[src/hw/rtl/str_pkg.sv]
`timescale 1ns / 1ps
// Shared types, constants and CRC helper for the sequenced transfer reassembly block.
package str_pkg;

    localparam int MaxBytes     = 4096;
    localparam int PayloadBytes = 6;
    localparam int MaxFrames    = 683;

    localparam int FrameW   = $clog2(MaxFrames);
    localparam int LenW     = $clog2(MaxBytes + 1);
    localparam int ByteIdxW = $clog2(PayloadBytes);
    localparam int RowW     = 8 * PayloadBytes;

    // Reciprocal for the frame count: ceil(len / PayloadBytes) as a multiply and shift.
    localparam int RecipShift = 18;
    localparam int Recip      = ((2 ** RecipShift) + PayloadBytes - 1) / PayloadBytes;
    localparam int RecipW     = RecipShift;

    localparam logic [31:0] CrcPoly = 32'hEDB88320;
    localparam logic [31:0] CrcInit = 32'hFFFFFFFF;

    typedef enum logic [1:0] {
        OP_BEGIN = 2'd0,
        OP_DATA  = 2'd1,
        OP_QUERY = 2'd2,
        OP_RSV   = 2'd3
    } t_op;

    typedef enum logic [2:0] {
        RES_BEG_OK  = 3'd0,
        RES_BEG_REJ = 3'd1,
        RES_STORED  = 3'd2,
        RES_IGNORED = 3'd3,
        RES_STATUS  = 3'd4
    } t_res;

    typedef enum logic [3:0] {
        S_CLEAR,
        S_IDLE,
        S_DECODE,
        S_BEG_CLR,
        S_DAT_CHK,
        S_SRCH_RD,
        S_SRCH_CHK,
        S_CRC_RD,
        S_CRC_BYTE,
        S_DONE
    } t_state;

    typedef struct packed {
        logic [1:0]  opcode;
        logic [15:0] transfer_length;
        logic [15:0] expected_check;
        logic [15:0] frame_number;
        logic [2:0]  payload_length;
        logic [47:0] payload_bytes;
    } t_in;

    typedef struct packed {
        logic [2:0] result_code;
        logic       all_received;
        logic [9:0] first_missing;
        logic       transfer_complete;
    } t_out;

    typedef struct packed {
        logic load_item;
        logic clr_step;
        logic map_clr_step;
        logic cnt_clr;
        logic cnt_inc;
        logic begin_commit;
        logic map_rd_seq;
        logic map_rd_cnt;
        logic data_write;
        logic crc_init;
        logic row_rd;
        logic crc_byte;
        logic res_set;
        t_res res_code;
        logic res_found;
        logic res_all;
        logic res_load;
    } t_cmd;

    typedef struct packed {
        t_op  opcode;
        logic clr_last;
        logic begin_ok;
        logic data_ok;
        logic active;
        logic map_q;
        logic srch_done;
        logic crc_done;
        logic row_last;
        logic out_free;
    } t_sts;

    function automatic logic [31:0] crc_upd(input logic [31:0] crc, input logic [7:0] data);
        logic [31:0] c;
        c = crc ^ {24'd0, data};
        for (int b = 0; b < 8; b++) begin
            c = (c >> 1) ^ (CrcPoly & {32{c[0]}});
        end
        return c;
    endfunction

endpackage

[src/hw/rtl/str_ctrl.sv]
`timescale 1ns / 1ps
// Controller state machine of the reassembly block.
module str_ctrl (
    input  logic              i_clk,
    input  logic              i_rst_n,
    input  logic              i_in_valid,
    output logic              o_in_ready,
    input  str_pkg::t_sts     i_sts,
    output str_pkg::t_cmd     o_cmd
);

    str_pkg::t_state r_state, n_state;

    always_ff @(posedge i_clk) begin
        if (!i_rst_n) begin
            r_state <= str_pkg::S_CLEAR;
        end else begin
            r_state <= n_state;
        end
    end

    always_comb begin
        n_state    = r_state;
        o_cmd      = '0;
        o_in_ready = 1'b0;
        unique case (r_state)
            str_pkg::S_CLEAR: begin
                o_cmd.clr_step = 1'b1;
                if (i_sts.clr_last) n_state = str_pkg::S_IDLE;
            end
            str_pkg::S_IDLE: begin
                o_in_ready = 1'b1;
                if (i_in_valid) begin
                    o_cmd.load_item = 1'b1;
                    n_state = str_pkg::S_DECODE;
                end
            end
            str_pkg::S_DECODE: begin
                unique case (i_sts.opcode)
                    str_pkg::OP_BEGIN: begin
                        if (i_sts.begin_ok) begin
                            o_cmd.cnt_clr = 1'b1;
                            n_state = str_pkg::S_BEG_CLR;
                        end else begin
                            o_cmd.res_set  = 1'b1;
                            o_cmd.res_code = str_pkg::RES_BEG_REJ;
                            n_state = str_pkg::S_DONE;
                        end
                    end
                    str_pkg::OP_DATA: begin
                        if (i_sts.data_ok) begin
                            o_cmd.map_rd_seq = 1'b1;
                            n_state = str_pkg::S_DAT_CHK;
                        end else begin
                            o_cmd.res_set  = 1'b1;
                            o_cmd.res_code = str_pkg::RES_IGNORED;
                            n_state = str_pkg::S_DONE;
                        end
                    end
                    str_pkg::OP_QUERY, str_pkg::OP_RSV: begin
                        if (i_sts.active) begin
                            o_cmd.cnt_clr = 1'b1;
                            n_state = str_pkg::S_SRCH_RD;
                        end else begin
                            o_cmd.res_set  = 1'b1;
                            o_cmd.res_code = str_pkg::RES_STATUS;
                            n_state = str_pkg::S_DONE;
                        end
                    end
                    default: n_state = str_pkg::S_IDLE;
                endcase
            end
            str_pkg::S_BEG_CLR: begin
                o_cmd.map_clr_step = 1'b1;
                if (i_sts.clr_last) begin
                    o_cmd.begin_commit = 1'b1;
                    o_cmd.res_set      = 1'b1;
                    o_cmd.res_code     = str_pkg::RES_BEG_OK;
                    n_state = str_pkg::S_DONE;
                end
            end
            str_pkg::S_DAT_CHK: begin
                o_cmd.res_set = 1'b1;
                if (!i_sts.map_q) begin
                    o_cmd.data_write = 1'b1;
                    o_cmd.res_code   = str_pkg::RES_STORED;
                end else begin
                    o_cmd.res_code   = str_pkg::RES_IGNORED;
                end
                n_state = str_pkg::S_DONE;
            end
            str_pkg::S_SRCH_RD: begin
                if (i_sts.srch_done) begin
                    o_cmd.crc_init = 1'b1;
                    n_state = str_pkg::S_CRC_RD;
                end else begin
                    o_cmd.map_rd_cnt = 1'b1;
                    n_state = str_pkg::S_SRCH_CHK;
                end
            end
            str_pkg::S_SRCH_CHK: begin
                if (!i_sts.map_q) begin
                    o_cmd.res_set   = 1'b1;
                    o_cmd.res_code  = str_pkg::RES_STATUS;
                    o_cmd.res_found = 1'b1;
                    n_state = str_pkg::S_DONE;
                end else begin
                    o_cmd.cnt_inc = 1'b1;
                    n_state = str_pkg::S_SRCH_RD;
                end
            end
            str_pkg::S_CRC_RD: begin
                if (i_sts.crc_done) begin
                    o_cmd.res_set  = 1'b1;
                    o_cmd.res_code = str_pkg::RES_STATUS;
                    o_cmd.res_all  = 1'b1;
                    n_state = str_pkg::S_DONE;
                end else begin
                    o_cmd.row_rd = 1'b1;
                    n_state = str_pkg::S_CRC_BYTE;
                end
            end
            str_pkg::S_CRC_BYTE: begin
                if (i_sts.crc_done) begin
                    n_state = str_pkg::S_CRC_RD;
                end else begin
                    o_cmd.crc_byte = 1'b1;
                    if (i_sts.row_last) n_state = str_pkg::S_CRC_RD;
                end
            end
            str_pkg::S_DONE: begin
                if (i_sts.out_free) begin
                    o_cmd.res_load = 1'b1;
                    n_state = str_pkg::S_IDLE;
                end
            end
            default: n_state = str_pkg::S_IDLE;
        endcase
    end

endmodule

[config.mk]
export PLATFORM = sky130hd
export DESIGN_NAME = str_ctrl
export DESIGN_NICKNAME = d
export VERILOG_FILES = /design/src/hw/rtl/str_pkg.sv /design/src/hw/rtl/str_ctrl.sv
export SDC_FILE = /design/constraint.sdc
export NUM_CORES = 1
export LEC_CHECK = 0
export BUFFER_PORTS_ARGS = -buffer_cell sky130_fd_sc_hd__buf_2
export CAP_MARGIN = 20
export CORE_ASPECT_RATIO = 1.25
export CORE_MARGIN = 3
export CORE_UTILIZATION = 35
export CTS_CLUSTER_SIZE = 30
export DETAILED_ROUTE_END_ITERATION = 12
export PLACE_DENSITY = 0.72
export SYNTH_ARGS = -nofsm -noshare
export SYNTH_HDL_FRONTEND = slang
export SYNTH_SLANG_ARGS = --single-unit
export TNS_END_PERCENT = 20
[constraint.sdc]
create_clock -name i_clk -period 1.69 [get_ports i_clk]
set_clock_uncertainty 0.1 [all_clocks]
set_input_delay 0.2535 -clock i_clk [delete_from_list [all_inputs] [get_ports i_clk]]
set_output_delay 0.2535 -clock i_clk [all_outputs]
set_load 0.005 [all_outputs]
==> metrics.md <==
| Metric | Value |
|---|---|
| Final Worst Setup Slack | -0.0486 ns |
| Run status | finished, violations left |
| Iter 0 DRT Violations | 25 |
| GP Congestion | between 0.8 and 0.9 |
| Diodes inserted | 0 |
| Clk buf depth | 2 |
| Number of flip-flops in the largest register | 4 |
| Period utilisation layout | 1.03 |
| Area contributors post-synth | dfxtp_1, nor4b_4, inv_1, nor2_1, a21oi_1 |
| Post-Syn Area | approximately 640 um^2 |
| Async SR Flop Fraction | 0 |
| Via Count | 860 |
| CTS hold repair buffers | 0 |
| Most used DFF post-synth | dfxtp_1 |
| Violated checks | setup timing |
| Dominant cell type by area after synthesis | dfxtp_1 |
| I/O pins | 34 |
| Core area | approximately 0.0016 mm^2 |
| Largest net degree at the start of global routing | 9 |
| Worst Path Max Fanout | 6 |
| Largest regs | r_state: 4 flops |
| Unrepaired setup endpoints after global routing | true |
| Number of flops mapped to enable cells by yosys | 0 |
| CTS Buf Count | 3 |
| Setup-failing EPs final | 5 |
| Worst-Skew Late Latency | between 0.2 and 0.25 ns |
| Yosys warns | 0 |
| Vias per cell | 5.51 |
| Top reg by flops | r_state |
| Synth cell types | between 40 and 50 |
| Max-cap violation count | 0 |
| Worst Path Arrival | around 1.4 ns |
| Synth Register Bits | 4 |
| Power Dens Cells | 1190 mW/mm^2 |
| Commonest non-fill, non-tap cell in the layout | buf_2 |
| HPWL after DPL | roughly 1500 um |
| Lkg Pwr | about 0.53 nW |
| Relative slew slack | 0.820 |
| Die height | roughly 54 um |
| Final Util | 0.627 |
| Sequential element share of the synthesized area | 0.126 |
| DP Worst Slack | between 0.015 and 0.02 ns |
| Required time of the critical path | roughly 1.3 ns |
| Fmax | 0.575 GHz |
| Final max-slew violation count | 0 |
| Kind of critical path | reg -> out |
| Tmin final | 1.74 ns |
| Row count | 16 |
| Number of clock sinks | 4 |
| Layout area overhead | 61.7% |
| Max VDD drop | 0.769 mV |
| Post-synthesis cell count | 86 |
| CTS clk-pin slew, worst paths | about 0.040 ns |
| Post-synthesis area per instance | roughly 7.4 um^2 |
| Power, Total | approximately 1.2 mW |
| Syn_nets | 100 |
| Die X | between 40 and 50 um |
| Via count of the first global-routing pass | 730 |
| Fin nets | ~150 |
| Most frequent cells in the layout | buf_2, buf_4, inv_1, nor2_1, nand2_1 |
| CTS Root Cell | clkbuf_4 |
| GRT Total Usage | 0.171 |
| Area share of the largest cell type after synthesis | 0.126 |
| Routed len/inst | 12.9 um |
| Fin. Hold Viols | 0 |
| HP Class | in -> reg |
| FILL cells | between 100 and 150 |
| TritonCTS clock tree | done |
| Total wire length | around 2000 um |
| Initial antenna violation count | 0 |
| Critical Path Source Type | flop |
| Die area | around 0.0024 mm^2 |
| CP endpoint kind | output pin |
| First-pass GRT wire length | about 3200 um |
| DRT Pass-1 Iters | 4 |
| Share of cells above drive strength 1 | 0.551 |
| DR DRC count | 0 |
| H-tree depth | 1 |
| Port Buffers | 33 |
| Worst slew pin tran | around 0.27 ns |
| GRT Residual Overflow | 0 |
| Initial core utilization | 0.388 |
| Routed Antenna Nets | 0 |
final timing paths:
| kind | slack (ns) | from | end | cells past startpoint |
|---|---|---|---|---|
| max | -0.05 | r_state[0] | o_cmd[3] | 4 |
| min | 0.21 | i_rst_n | r_state[0] | 3 |
| max reg2reg | 0.09 | r_state[3] | r_state[3] | 6 |
| min reg2reg | 0.61 | r_state[3] | r_state[2] | 3 |
repair_timing:
item | CTS | global route
gates resized for setup | 14 | 5
pin swaps | 4 | 5
endpoints found under the setup margin | 13 | 12
cloned | 0 | 0
buffers inserted | 7 | 1
cell type report:
cell class | instances | area (um^2) | share of cell area
inverter | 7 | 26.3 | 0.0255
multi-input combinational | 69 | 520 | 0.505
sequential | 4 | 88.8 | 0.0863
tap | 18 | 22.5 | 0.0219
clock buffer | 3 | 22.5 | 0.0219
timing repair buffer | 55 | 349 | 0.339
metrics by stage:
stage | area (um^2) | hold slack [ns] | TNS (ns) | std cells
2_1_floorplan | 637 | 0.291 | 0 | 86
3_3_place_gp | 882 | 0.454 | 0 | 145
3_5_place_dp | 882 | 0.457 | 0 | 145
4_1_cts | 998 | 0.205 | -0.224 | 155
5_1_grt | 1030 | 0.240 | -0.669 | 156
6_report | 1030 | 0.209 | -0.129 | 156
report_power, final:
| group | switching, mW | internal (mW) |
|---|---|---|
| combinational | 0.415 | 0.512 |
| sequential | 0.0465 | 0.132 |
| clock | 0.0372 | 0.0793 |
critical path, cell delays in order (launching register included):
cell and delay (ns):
dfxtp_4 0.36, buf_6 0.12, or3_4 0.38, o22ai_1 0.15, buf_2 0.13
cell usage after synthesis, types with 2 or more instances:
master,n
a21oi_1,5
a32o_1,2
and2_1,2
and3_1,2
buf_2,2
buf_4,2
buf_6,2
dfxtp_1,4
inv_1,7
mux2i_1,2
nand2_1,6
nand2b_1,3
nand3_1,2
nand3b_1,2
nand4_1,2
nor2_1,7
nor3_1,5
nor4_1,3
nor4b_4,2
o21ai_0,2
or3_1,2
kinds of logic after synthesis:
kind of cell,count (synthesis),synth area share
buffers and inverters,13,0.116
and+or+nand+nor,46,0.466
xor gates and xnor gates,1,0.0138
AOI/OAI and AO/OA,20,0.248
muxes,2,0.0314
DFF,4,0.126
per-layer routing:
layer	routed length, um	part of all wire	global-route usage
met3	127	0.063	0.0201
met4	0	0	0
met5	0	0	0
met1	856	0.43	0.215
met2	1030	0.51	0.325
(Power assumes the default switching activity.)
